==> config.mk <==
export PLATFORM = sky130hd
export DESIGN_NAME = tlrb_ram
export DESIGN_NICKNAME = d
export VERILOG_FILES = /design/src/tlrb_ram.sv
export SDC_FILE = /design/constraint.sdc
export NUM_CORES = 2
export LEC_CHECK = 0
export ABC_AREA = 1
export BUFFER_PORTS_ARGS = -buffer_cell sky130_fd_sc_hd__buf_2
export CAP_MARGIN = 20
export CORE_ASPECT_RATIO = 1.1
export CORE_UTILIZATION = 29
export CTS_CLUSTER_SIZE = 40
export DETAILED_ROUTE_END_ITERATION = 12
export PLACE_DENSITY = 0.49
export RECOVER_POWER = 100
export SLEW_MARGIN = 10
export SYNTH_ARGS = -nofsm -noshare
export SYNTH_HDL_FRONTEND = slang
export SYNTH_SLANG_ARGS = --single-unit
export TNS_END_PERCENT = 100
==> constraint.sdc <==
create_clock -name clk -period 1.75 [get_ports clk]
set_clock_uncertainty 0.05 [all_clocks]
set_input_delay 0.0875 -clock clk [delete_from_list [all_inputs] [get_ports clk]]
set_output_delay 0.0875 -clock clk [all_outputs]
set_load 0.05 [all_outputs]
==> src/tlrb_ram.sv <==
// Generic single-write, single-read synchronous RAM with registered read data.
module tlrb_ram #(
	parameter int DEPTH = 256,
	parameter int AW    = 8,
	parameter int DW    = 8
) (
	input  logic          clk,
	input  logic          we,
	input  logic [AW-1:0] waddr,
	input  logic [DW-1:0] wdata,
	input  logic [AW-1:0] raddr,
	output logic [DW-1:0] rdata
);

	logic [DW-1:0] mem [DEPTH];

	always_ff @(posedge clk) begin
		rdata <= mem[raddr];
		if (we) begin
			mem[waddr] <= wdata;
		end
	end

endmodule

Yosys cells after proc, flatten, opt, wreduce, memory -nomap -nowiden
Memory sizes are Yosys's and may differ from the RTL's. A register that Yosys moved wholly into a read port is not among the register bits.
Index checks and enable logic that the tools add are counted.

operators by class
  muxes and demuxes = 2

operators with widths
  kind    count
  $mux 1  2

word-level totals
  register bits = 0
  bits in writable memories = 2048
  word-level logic and storage cells = 3
  memories kept = 1

memories
  memory  depth  bits a word  rd ports  clocked after Yosys merged registers in  wr ports  line  text
  mem     256    8            1         1                                        1         15    logic [DW-1:0] mem [DEPTH];

Longest topological paths before layout
  depth after elaboration = 2
  depth in mapped cells = 15
  gate-level depth less buffers = 11

Least setup slack after synthesis
OpenSTA, ideal clock, no wires.

  path kind = input-to-reg
  start point = in we
  end point = mem mem[162][0] (enable)
  setup time = 370 ps
  arrival time = 1209 ps
  required time = 1330 ps
  setup slack = 121 ps
  cell stages on the path = 4
  cells stage by stage = clkbuf_1 -> nand3_1 -> clkbuf_1 -> nor2_1

on the way
  longest elaborated chain between the ends = 2

RTL lines
  item                          line  text
  start: declaration            8     input logic we,
  $mux 1                        19    if (we) begin
  $mux 1 (implied by the code)  20    mem[waddr] <= wdata;
  end: declaration              15

No other way between the ends.

Final worst setup path
  start point = in we
  end point = mem mem[49][6] (enable)

The elaborated chain is that of the path after synthesis.

==> impl_results.md <==
- Status: finished, violations left
- Failing checks: max-capacitance violations, max-slew violations, negative setup slack
- GP Congestion: 0.880
- Final core utilization: 35.2%
- Die area: 290,000 um^2
- First-pass DRT Iterations: 7
- Startpoint Class: primary input
- Avg Synthesized Cell Area: 11.9 um^2
- Core Area: 286,000 um^2
- CP endpoint kind: register
- Crit path arrival time: 2.31 ns
- Leakage: 35.7 nW
- Fin. Hold Viols: 0
- Initial antenna violation count: 11
- Fillers: 28,000
- Layout Cells excl Fill: 11,500
- Root buf cell: clkbuf_16
- Clk Latency, worst-skew pair: 0.90 ns
- Tightest Pin Transition: 1.55 ns
- Leading area contributor after synthesis: edfxtp_1
- GR Util All Layers: 17.6%
- Post-Route WL: 259 mm
- Crit-path max FO: 15
- Final Setup Violations: 122
- Area contributors post-synth: edfxtp_1, nand3_1, nand2_1
- CTS tree: yes
- CTS buffer count: 205
- Post-route cell area: 101,000 um^2
- Vias: 56,100
- Yosys warns: 0
- Routed vias/inst: 4.87
- Hold WC Path Type: primary input to register
- Syn Inst Count: 7,003
- Syn Nets: 7,029
- IO Port Bufs: 33
- Initial Util: 29.1%
- GRT overflow: 0
- Worst Path Required: 2.24 ns
- DP Wirelength: 171 mm
- Synth top area share: 73.7%
- Final net count: 7,653
- Worst slack, placed: -0.982 ns
- Routed Antenna Nets: 0
- CTS max path bufs: 4
- Slew Viols, Final: 26
- First-pass GRT wire length: 380 mm
- Register area share after synthesis: 73.9%
- Die Y: 564 um
- Cell total after placement: 11,100
- Clock sink count: 2,056
- Slew margin rel.: -3.16%
- Largest net degree at the start of global routing: 62
- Max Fclk: 549 MHz
- Avg WL per Cell: 22.5 um
- Post-route DRC violation count: 0
- TNS Setup: -1.58 ns
- Die X: 513 um
- Placement Cell Area: 94,400 um^2
- Synthesized area: 83,400 um^2
- PD cells: 1050 nW/um^2
- Max VDD drop: 823 uV
- Post-CTS Setup Inserts: 0
- Overall power: 106 mW
- Commonest non-fill, non-tap cell in the layout: nand2_1
- Synth unique cells: 14
- Synthesis-to-layout area growth: 20.7%
- Iteration-0 DRC Markers: 4,920
- Highest-count cells in the layout ignoring fill and taps: nand2_1, edfxtp_1, nand3_1
- Yosys reg bits: 2,056
- Num rows: 206
- Crit share post-route: 104%
- Minimum clock period: 1.82 ns
- Ratio of cells with drive above 1 in the final layout: 16.4%
- Ports: 34
- Clock transition at the registers of the reported paths: 0.06 ns
- Max-cap violation count: 1
- Final worst setup slack: -0.0711 ns
- Crit Path Class: primary input to register
- Vias in the first global route: 55,700
- Max H-tree Level: 4
- Min Hold Slack: 0.0721 ns
- RSZ-0062 raised after global routing: true
state kept, by name (all words and copies together) (netlist names):
name   flops
mem     2048
rdata      8
critical path, cell delays in order:
cell and delay [ns]:
dlygate4sd3_1 0.62, clkbuf_1 0.47, buf_12 0.21, nand2_1 0.12, clkbuf_4 0.31, nor2_1 0.25
buf_4 0.22
layer usage:
layer  GRT usage (%)  wire [um]  vias to the layer above
met2            30.7     128000                     1556
met3            2.05      13200                      398
met4            5.43       8660                        2
met5               0         13                        -
li1                -          -                    26100
met1            22.8     109000                    28000
power by group:
| part | switching [mW] | leakage, nW | internal [mW] |
|---|---|---|---|
| Combinational | 5.39 | 14.1 | 2.39 |
| Sequential | 0.0491 | 18.5 | 54.3 |
| Clock | 19.1 | 3.17 | 24.8 |
| Total | 24.5 | 35.7 | 81.4 |
timing repair:
| action | 4_1_cts | 5_1_grt |
|---|---|---|
| hold buffers | 15 | 0 |
| gates resized for setup | 95 | 67 |
| gates cloned | 0 | 0 |
| endpoints found under the hold margin | 2169 | 0 |
| endpoints found under the setup margin | 13 | 31 |
| pin swaps | 7 | 4 |
cell usage after synthesis:
cell type / n
nand3_1: 2019
buf_8: 1
dfxtp_1: 8
nand2_1: 2123
nor2_1: 283
clkbuf_1: 112
edfxtp_1: 2048
buf_4: 46
inv_2: 2
buf_6: 16
buf_2: 268
inv_1: 36
buf_1: 40
inv_4: 1
worst paths after layout:
path	cells after the start	slack, ns	from	end
max	7	-0.07	we	mem[49][6]
min	9	0.07	raddr[3]	rdata[1]
max reg2reg	10	0	mem[165][0]	rdata[0]
min reg2reg	10	0.96	mem[29][1]	rdata[1]
final cells by class:
cell class,instances,area (um^2),area share [%]
Sequential cell,2056,61700,61.3
Multi-Input combinational cell,4425,19900,19.8
Timing Repair Buffer,900,7610,7.56
Clock buffer,233,5240,5.20
Tap cell,3744,4680,4.66
Clock inverter,131,1320,1.32
Inverter,39,180,0.179
Antenna cell,6,15.0,0.0149
kinds of logic after synthesis:
family        count (synthesis)  share of synthesized area [%]
simple gates               4425                           22.9
flops                      2056                           73.9
buf+inv                     522                           3.12
Power figures use the tool's default switching activity.
