<file path="src/tlrb_pkg.sv">
// Shared constants, capture struct and byte codes for the text line record blocker.
package tlrb_pkg;

	localparam int BLOCK_BYTES = 768;
	localparam int LINE_LIMIT  = 254;
	localparam int PIECE_BYTES = 32;
	localparam int PIECES      = (BLOCK_BYTES + PIECE_BYTES - 1) / PIECE_BYTES;
	localparam int EMIT_SPAN   = PIECES * PIECE_BYTES;
	localparam int MAX_REC     = BLOCK_BYTES - 10;
	localparam int BA_W        = $clog2(BLOCK_BYTES);
	localparam int EI_W        = $clog2(EMIT_SPAN) + 1;
	localparam int PB_W        = $clog2(PIECE_BYTES);
	localparam int LA_W        = 8;
	localparam int LINE_DEPTH  = 256;
	localparam int WO_W        = 16;
	localparam int FA_W        = WO_W + 1;
	localparam int PIECE_W     = PIECE_BYTES * 8;

	localparam logic [7:0] CH_LF      = 8'h0A;
	localparam logic [7:0] CH_CR      = 8'h0D;
	localparam logic [7:0] CH_SP      = 8'h20;
	localparam logic [7:0] HDR_FRESH  = 8'h60;
	localparam logic [7:0] HDR_FIRST  = 8'h40;
	localparam logic [7:0] TRL_MARK   = 8'h20;
	localparam logic [7:0] EOF_HDR    = 8'h80;
	localparam logic [7:0] EOF_TRL    = 8'hA0;
	localparam logic [7:0] OFS_RESET  = 8'h04;

	typedef struct packed {
		logic       valid;
		logic [7:0] data;
		logic       piece_end;
		logic       eob;
		logic       eof;
		logic       last;
	} cap_t;

endpackage

</file>
<file path="src/tlrb_drain.sv">
// Piece assembly from block read-out bytes and the output register slot.
module tlrb_drain
	import tlrb_pkg::*;
(
	input  logic           clk,
	input  logic           arst_n,
	input  cap_t           cap,
	output logic           full,
	output logic           m_axis_tvalid,
	input  logic           m_axis_tready,
	output logic [255:0]   m_axis_tdata,
	output logic [1:0]     m_axis_tuser,
	output logic           m_axis_tlast
);

	logic [PIECE_W-1:0] piece_q;
	logic               full_q;
	logic               eob_q;
	logic               eof_q;
	logic               last_q;
	logic               out_v_q;
	logic [255:0]       out_data_q;
	logic [1:0]         out_user_q;
	logic               out_last_q;
	logic               move;

	assign move = full_q && (!out_v_q || m_axis_tready);

	always_ff @(posedge clk or negedge arst_n) begin
		if (!arst_n) begin
			full_q  <= 1'b0;
			out_v_q <= 1'b0;
		end else begin
			if (move) begin
				full_q  <= 1'b0;
				out_v_q <= 1'b1;
			end else if (m_axis_tready) begin
				out_v_q <= 1'b0;
			end
			if (cap.valid && cap.piece_end) begin
				full_q <= 1'b1;
			end
		end
	end

	always_ff @(posedge clk) begin
		if (cap.valid) begin
			piece_q <= {piece_q[PIECE_W-9:0], cap.data};
			if (cap.piece_end) begin
				eob_q  <= cap.eob;
				eof_q  <= cap.eof;
				last_q <= cap.last;
			end
		end
		if (move) begin
			// first byte of the piece sits in the top bits; word 0 goes lowest
			out_data_q <= {piece_q[63:0], piece_q[127:64], piece_q[191:128], piece_q[255:192]};
			out_user_q <= {eof_q, eob_q};
			out_last_q <= last_q && eob_q;
		end
	end

	assign full          = full_q;
	assign m_axis_tvalid = out_v_q;
	assign m_axis_tdata  = out_data_q;
	assign m_axis_tuser  = out_user_q;
	assign m_axis_tlast  = out_last_q;

endmodule

</file>
<file path="config.mk">
export PLATFORM = sky130hd
export DESIGN_NAME = tlrb_drain
export DESIGN_NICKNAME = d
export VERILOG_FILES = /design/src/tlrb_pkg.sv /design/src/tlrb_drain.sv
export SDC_FILE = /design/constraint.sdc
export NUM_CORES = 1
export LEC_CHECK = 0
export ABC_AREA = 1
export BUFFER_PORTS_ARGS = -buffer_cell sky130_fd_sc_hd__buf_2
export CAP_MARGIN = 15
export CORE_ASPECT_RATIO = 1.5
export CORE_MARGIN = 1
export CORE_UTILIZATION = 49
export DETAILED_ROUTE_END_ITERATION = 16
export PLACE_DENSITY_LB_ADDON = 0.05
export SLEW_MARGIN = 25
export SYNTH_ARGS = -nofsm -noshare
export SYNTH_HDL_FRONTEND = slang
export SYNTH_SLANG_ARGS = --single-unit
</file>
<file path="constraint.sdc">
create_clock -name clk -period 14.55 [get_ports clk]
set_input_delay 1.455 -clock clk [delete_from_list [all_inputs] [get_ports clk]]
set_output_delay 1.455 -clock clk [all_outputs]
set_load 0.05 [all_outputs]
</file>
* Word level (Yosys, flattened, before mapping)
Cells that the tools add are included.
** Word-level totals
- Register bits after elaboration :: 520
- Input port bits :: 16
- Output and inout port bits :: 261
** Operators by class
- Muxes and demuxes :: 4
- Reductions and logical operators :: 8
** Operators by type and width (number)
- 1-bit 2-to-1 mux :: 4
- 2-bit nonzero test :: 2
- 1-bit logical AND :: 3
- 2-bit AND reduction :: 1
- 1-bit zero test :: 1
- 1-bit logical OR :: 1

* Depth between registers and ports, before layout
Gate-level depths: netlist of run 1.
- Depth after elaboration :: 5
- Mapped depth :: 3

* Worst setup path after synthesis of run 1
Ideal clock, no wire load.
- Path type :: in2reg
- From :: input port m_axis_tready
- To :: register out_data_q[0], in the netlist m_axis_tdata[0] (enable)
- Setup time :: 0.965 ns
- Data arrival time :: 13.892 ns
- Required time :: 13.585 ns
- Slack :: -0.306 ns
- Stages :: 2
- Buffers on the path :: 0
- Cells stage by stage :: inv_1 -> a21oi_1
** On the way
- Word-level cells in the longest chain between the ends :: 2
** Ends and longest elaborated chain
- start, declared :: line tlrb_drain.sv:10 : input logic m_axis_tready,
- 1-bit logical OR :: line tlrb_drain.sv:27 : assign move = full_q && (!out_v_q || m_axis_tready);
- 1-bit logical AND :: line tlrb_drain.sv:27
- net move :: line tlrb_drain.sv:25 : logic move;
- end signal, assigned :: line tlrb_drain.sv:57 : out_data_q <= {piece_q[63:0], piece_q[127:64], piece_q[191:128], piece_q[255:192]};
- end, declared :: line tlrb_drain.sv:22 : logic [255:0] out_data_q;
The timed path passes the listed nets, and every way through them passes these cells.
A chain may end at the register's enable or synchronous reset.

* Worst setup path in the final report of run 1
- From :: input port cap[12] (netlist bit)
- To :: register piece_q[230] (enable)
** RTL lines
- start, declared :: line tlrb_drain.sv:7 : input cap_t cap,
- end signal, assigned :: line tlrb_drain.sv:48 : piece_q <= {piece_q[PIECE_W-9:0], cap.data};
- end, declared :: line tlrb_drain.sv:16 : logic [PIECE_W-1:0] piece_q;
No word-level cell between the ends.

==> results of run 1 <==
[layer usage]
layer	vias up	track usage [%]	wire length, um
li1	2819	-	-
met1	3145	18.3	9310
met2	235	25.9	12900
met3	39	5.36	2180
met4	0	5.72	505
met5	-	0	0
[cells in the final DEF, fill, tap and decap left out]
cell / n
buf_8: 1
clkinv_1: 7
inv_1: 4
clkbuf_16: 47
clkbuf_1: 3
nand2_1: 5
dfrtp_1: 2
buf_12: 1
a21oi_4: 1
nand3_1: 1
buf_6: 2
clkinvlp_4: 2
edfxtp_1: 518
buf_2: 275
buf_4: 1
clkinv_2: 15
inv_6: 1
bufinv_16: 5
[worst paths after layout]
kind | cells past startpoint | slack [ps] | startpoint | endpoint
worst max-delay path | 3 | 11100 | cap[12] | piece_q[230]
worst max register to register | 3 | 11960 | m_axis_tvalid | m_axis_tdata[166]
worst min register to register | 0 | 420 | piece_q[249] | m_axis_tdata[57]
worst min-delay path | 0 | 420 | piece_q[249] | m_axis_tdata[57]
max in group asynchronous | 1 | 13780 | arst_n | full
min in group asynchronous | 1 | 680 | arst_n | m_axis_tvalid
[worst register-to-register path, delay by kind of cell (launching register included)]
| family | cells | cell delay, ps |
|---|---|---|
| flip-flops | 1 | 440 |
| buffers and inverters | 2 | 1490 |
| AO/OA/AOI/OAI | 1 | 190 |
[Yosys cell counts]
cell	number	area (um2)
a21oi_1	1	5.00
nand3_1	1	5.00
inv_1	4	15.0
nand2_1	5	18.8
dfrtp_1	2	50.1
edfxtp_1	518	15600
[logic make-up after synthesis]
kind of cell | after synthesis | share of synthesized area, %
buf+inv | 4 | 0.0959
compound gates | 1 | 0.0320
simple gates | 6 | 0.152
flops | 520 | 99.7
[sequential cells by signal, summed over array words and instances (netlist names)]
register       cells
m_axis_tuser       2
eob_q              1
full               1
m_axis_tdata     256
piece_q          256
last_q             1
m_axis_tlast       1
eof_q              1
m_axis_tvalid      1
[area by class of cell]
cell class / instances / area [um2] / share of cell area (%)
clock buffer: 50 / 1190 / 6.23
clock inverter: 30 / 275 / 1.44
inverter: 4 / 15.0 / 0.0787
multi-input combinational: 7 / 40.0 / 0.210
sequential: 520 / 15600 / 81.8
tap: 405 / 507 / 2.66
timing repair buffer: 280 / 1440 / 7.56
[power groups by stage]
stage	Combinational [mW]	Sequential (mW)	Clock (mW)
after global routing	0.250	1.80	1.26
after detailed placement	0.244	1.82	0
after floorplan	0.0180	1.98	0
after CTS	0.244	1.79	1.21
after global placement	0.241	1.82	0
final	0.240	1.79	1.18
[stage by stage]
stage	utilization [%]	std cells	cell area (um2)	hold WS, ps
global placement	56.3	1216	17600	401
finish	61.1	1296	19100	421
floorplan	-	531	15700	400
detailed placement	56.3	1216	17600	406
global route	61.1	1296	19100	429
CTS	61.0	1296	19100	420
==> flow_summary.toml, run 1 <==
[outcome]
outcome = "complete, no violations"

[cells_and_area]
fin_nets = 874
area_growth_pct = 21.9
n_fill_cell = 2260
diodes = 0
drive_above_1_share_pct = 39.4

[power]
vdd_ir_drop_max_uv = 97.2
power.share.switching_pct = 23.1
power.share.clock_pct = 36.6
cellPowerDensity_nw_per_um2 = 168
leakagePower_nw = 6.87
combPwrFrac_pct = 7.5
netSwitchingPower_mw = 0.742
finalPower_mw = 3.21
seqPwrFrac_pct = 55.9
internal-power_mw = 2.47

[placement]
hpwl_um = 15000
place_ws_ps = 10150
port-buffer-count = 276
place.gp.congestion = 0.740

[worst_setup_path]
critPathLaunchType = "primary input"
worst_path_largest_cell_delay_ps = 810
cp_top_family = "buffers and inverters"
crit_type = "in -> reg"
worst_setup_path_end_kind = "register"
cp_slowest_cell = "buf_4"
worstPathCellList = "buf_8 > buf_4 > buf_6"
required_ps = 14730
cp.arrival_ps = 3620
cp_max_fo = 104
cp_num_buf_inv = 3

[synthesis]
synth_fp_nets = 547
syn_area_per_cell_um2 = 29.5
ys_ff_latch = 520
ys_warn_count = 0
synthesis.area_um2 = 15600
synthDistinctLibCells = 6
ys_seq_area_share_pct = 99.7
synthCells = 531

[die]
core_um2 = 31200
fp.dieW_um = 148
ios = 277
die-area_um2 = 32700
rows = 79
dieHeight_um = 221
start_util_pct = 50.1

[clocking]
root_buffer = "clkbuf_16"
clock_sinks = 520
postCtsResizedCells = 0
clk_pin_slew_worst_paths_ps = 60
cts_buffer_depth = 3
cts_hold_buf = 0
cts_buffers = 45
worstSkewPairLatency_ps = 550
cts_tree = "yes"
h-tree-depth = 2
cts_setup_buffers = 0

[run]
cap_violations = 0

[sta]
finalMaxSlewViolations = 0
setup_viol = 0
fin_ws_ps = 11100
min_period_ps = 3450
hold_viol = 0
post-route-period-util_pct = 23.7
rsz0062_at_grt = "false"
finalSetupTns_ps = 0
worstMarginPinSlew_ps = 977
finalClockSkew_ps = 16.4
fmax_mhz = 290
slew-limit-headroom_pct = 34.9

[global_routing]
grt_pass1_wl_um = 37900
grt_max_degree = 179
grt_pass1_vias = 6475
grt_use_total_pct = 15.4
antenna_found_initial = 0
grt_overflow = 0

[routing]
via_per_inst = 4.81
drt_iter0_markers = 435
vias = 6238
drc_errors = 0
drtPass1Iterations = 5
drt-wirelength-per-cell_um = 19.2
finalWirelength_um = 24900
antenna_left = 0

[hold_path]
holdCritPathClass = "reg -> reg"
No activity file was read; power rests on OpenSTA's default activity.
==> run 2, diff against run 1 <==
Settings changed: CORE_UTILIZATION 49 to 54.
Clock period 14.55 ns to 3.2 ns, I/O delays scaled along.
==> flow_summary.toml, run 2 (synthesis results as in run 1) <==
[clocking]
h-tree-depth = 2
cts_buffer_depth = 3
worstSkewPairLatency_ps = 540
postCtsResizedCells = 0
cts_buffers = 43
root_buffer = "clkbuf_16"
cts_setup_buffers = 0
cts_hold_buf = 13
cts_tree = "yes"
clk_pin_slew_worst_paths_ps = 60
clock_sinks = 520

[sta]
finalMaxSlewViolations = 0
post-route-period-util_pct = 50.8
worstMarginPinSlew_ps = 779
setup_viol = 0
min_period_ps = 1620
fin_ws_ps = 1580
finalClockSkew_ps = 19.6
rsz0062_at_grt = "false"
slew-limit-headroom_pct = 48.1
fmax_mhz = 616
hold_viol = 0

[routing]
via_per_inst = 4.90
vias = 6344
antenna_left = 0
finalWirelength_um = 25300
drt_iter0_markers = 399
drc_errors = 0
drtPass1Iterations = 4
drt-wirelength-per-cell_um = 19.6

[worst_setup_path]
worst_path_largest_cell_delay_ps = 440
cp_slowest_cell = "dfrtp_2"
required_ps = 3370
cp.arrival_ps = 1800
worst_setup_path_end_kind = "register"
cp_max_fo = 96
r2r_setup_slack_ps = 1580
crit_type = "reg -> reg"
critPathLaunchType = "register"
worstPathCellList = "a21oi_4 > buf_12"

[global_routing]
grt_overflow = 0
grt_pass1_wl_um = 37700
antenna_found_initial = 0
grt_max_degree = 97
grt_use_total_pct = 17.3
grt_pass1_vias = 6526

[placement]
place_ws_ps = 1520
port-buffer-count = 276
place.gp.congestion = 0.777
hpwl_um = 15400

[run]
cap_violations = 0

[die]
fp.dieW_um = 141
ios = 277
core_um2 = 28600
die-area_um2 = 29700
start_util_pct = 54.7
dieHeight_um = 210
rows = 76

[cells_and_area]
fin_nets = 888
final_util_pct = 67.2
drive_above_1_share_pct = 38.3
n_fill_cell = 1885
final_common_cell = "edfxtp_1"
diodes = 0
multi_input_area_um2 = 40.0
regArea_um2 = 15600
layout_common_cells = "edfxtp_1 (518), buf_2 (275), clkbuf_16 (45)"
area_growth_pct = 22.9

[hold_path]
holdCritPathClass = "in -> reg"

[outcome]
outcome = "complete, no violations"

[power]
vdd_ir_drop_max_uv = 548
leakagePower_nw = 6.93
cellPowerDensity_nw_per_um2 = 756
==> run 2: changes by cell type in the layout (fill, tap and decap cells not counted), sizes merged <==
cell,delta
dlygate4sd3,+13
buf,+3
clkinv,-2
bufinv,+1
clkbuf,+1
clkinvlp,-1
inv,-1
==> run 2: power breakdown <==
| part | internal, mW | switching [mW] |
|---|---|---|
| clock network | 3.05 | 2.22 |
| registers | 7.98 | 0.155 |
| logic | 0.169 | 0.957 |
| total | 11.2 | 3.33 |
==> run 2: layout make-up <==
class / count / share of cell area (%)
Inverter: 4 / 0.0781
Timing Repair Buffer: 296 / 8.58
Clock inverter: 27 / 1.44
Multi-Input combinational cell: 7 / 0.208
Clock buffer: 51 / 5.97
Sequential cell: 520 / 81.2
Tap cell: 390 / 2.54
==> run 2: worst max-delay path: cells and delay by family, from the launching register on <==
family / cells / cell delay (ps)
AO/OA/AOI/OAI: 1 / 290
buffers and inverters: 1 / 440
flip-flops: 1 / 440
==> run 2: path summary, 6_finish.rpt <==
kind | from | to | depth (start not counted)
worst max register to register | m_axis_tvalid | m_axis_tdata[21] | 2
worst max-delay path | m_axis_tvalid | m_axis_tdata[21] | 2
max in group asynchronous | arst_n | full | 2
worst min register to register | piece_q[253] | m_axis_tdata[61] | 0
min in group asynchronous | arst_n | m_axis_tvalid | 2
worst min-delay path | m_axis_tready | m_axis_tvalid | 4
==> run 2: routing by layer <==
| layer | routed length, um | vias up | global-route usage, % |
|---|---|---|---|
| li1 | - | 2848 | - |
| met1 | 9440 | 3225 | 20.2 |
| met2 | 13300 | 225 | 29.8 |
| met3 | 1970 | 46 | 5.84 |
| met4 | 573 | 0 | 5.92 |
| met5 | 0 | - | 0 |
==> run 2: through the flow <==
step	cells	instance area, um2	setup TNS, ps	hold slack (ps)	power [mW]
after global routing	1295	19200	0	70.9	15.0
after floorplan	531	15700	-561140	24.4	9.05
after global placement	1204	17700	0	104	9.37
final	1295	19200	0	101	14.5
after detailed placement	1204	17700	0	107	9.42
after CTS	1295	19200	0	64.5	14.7
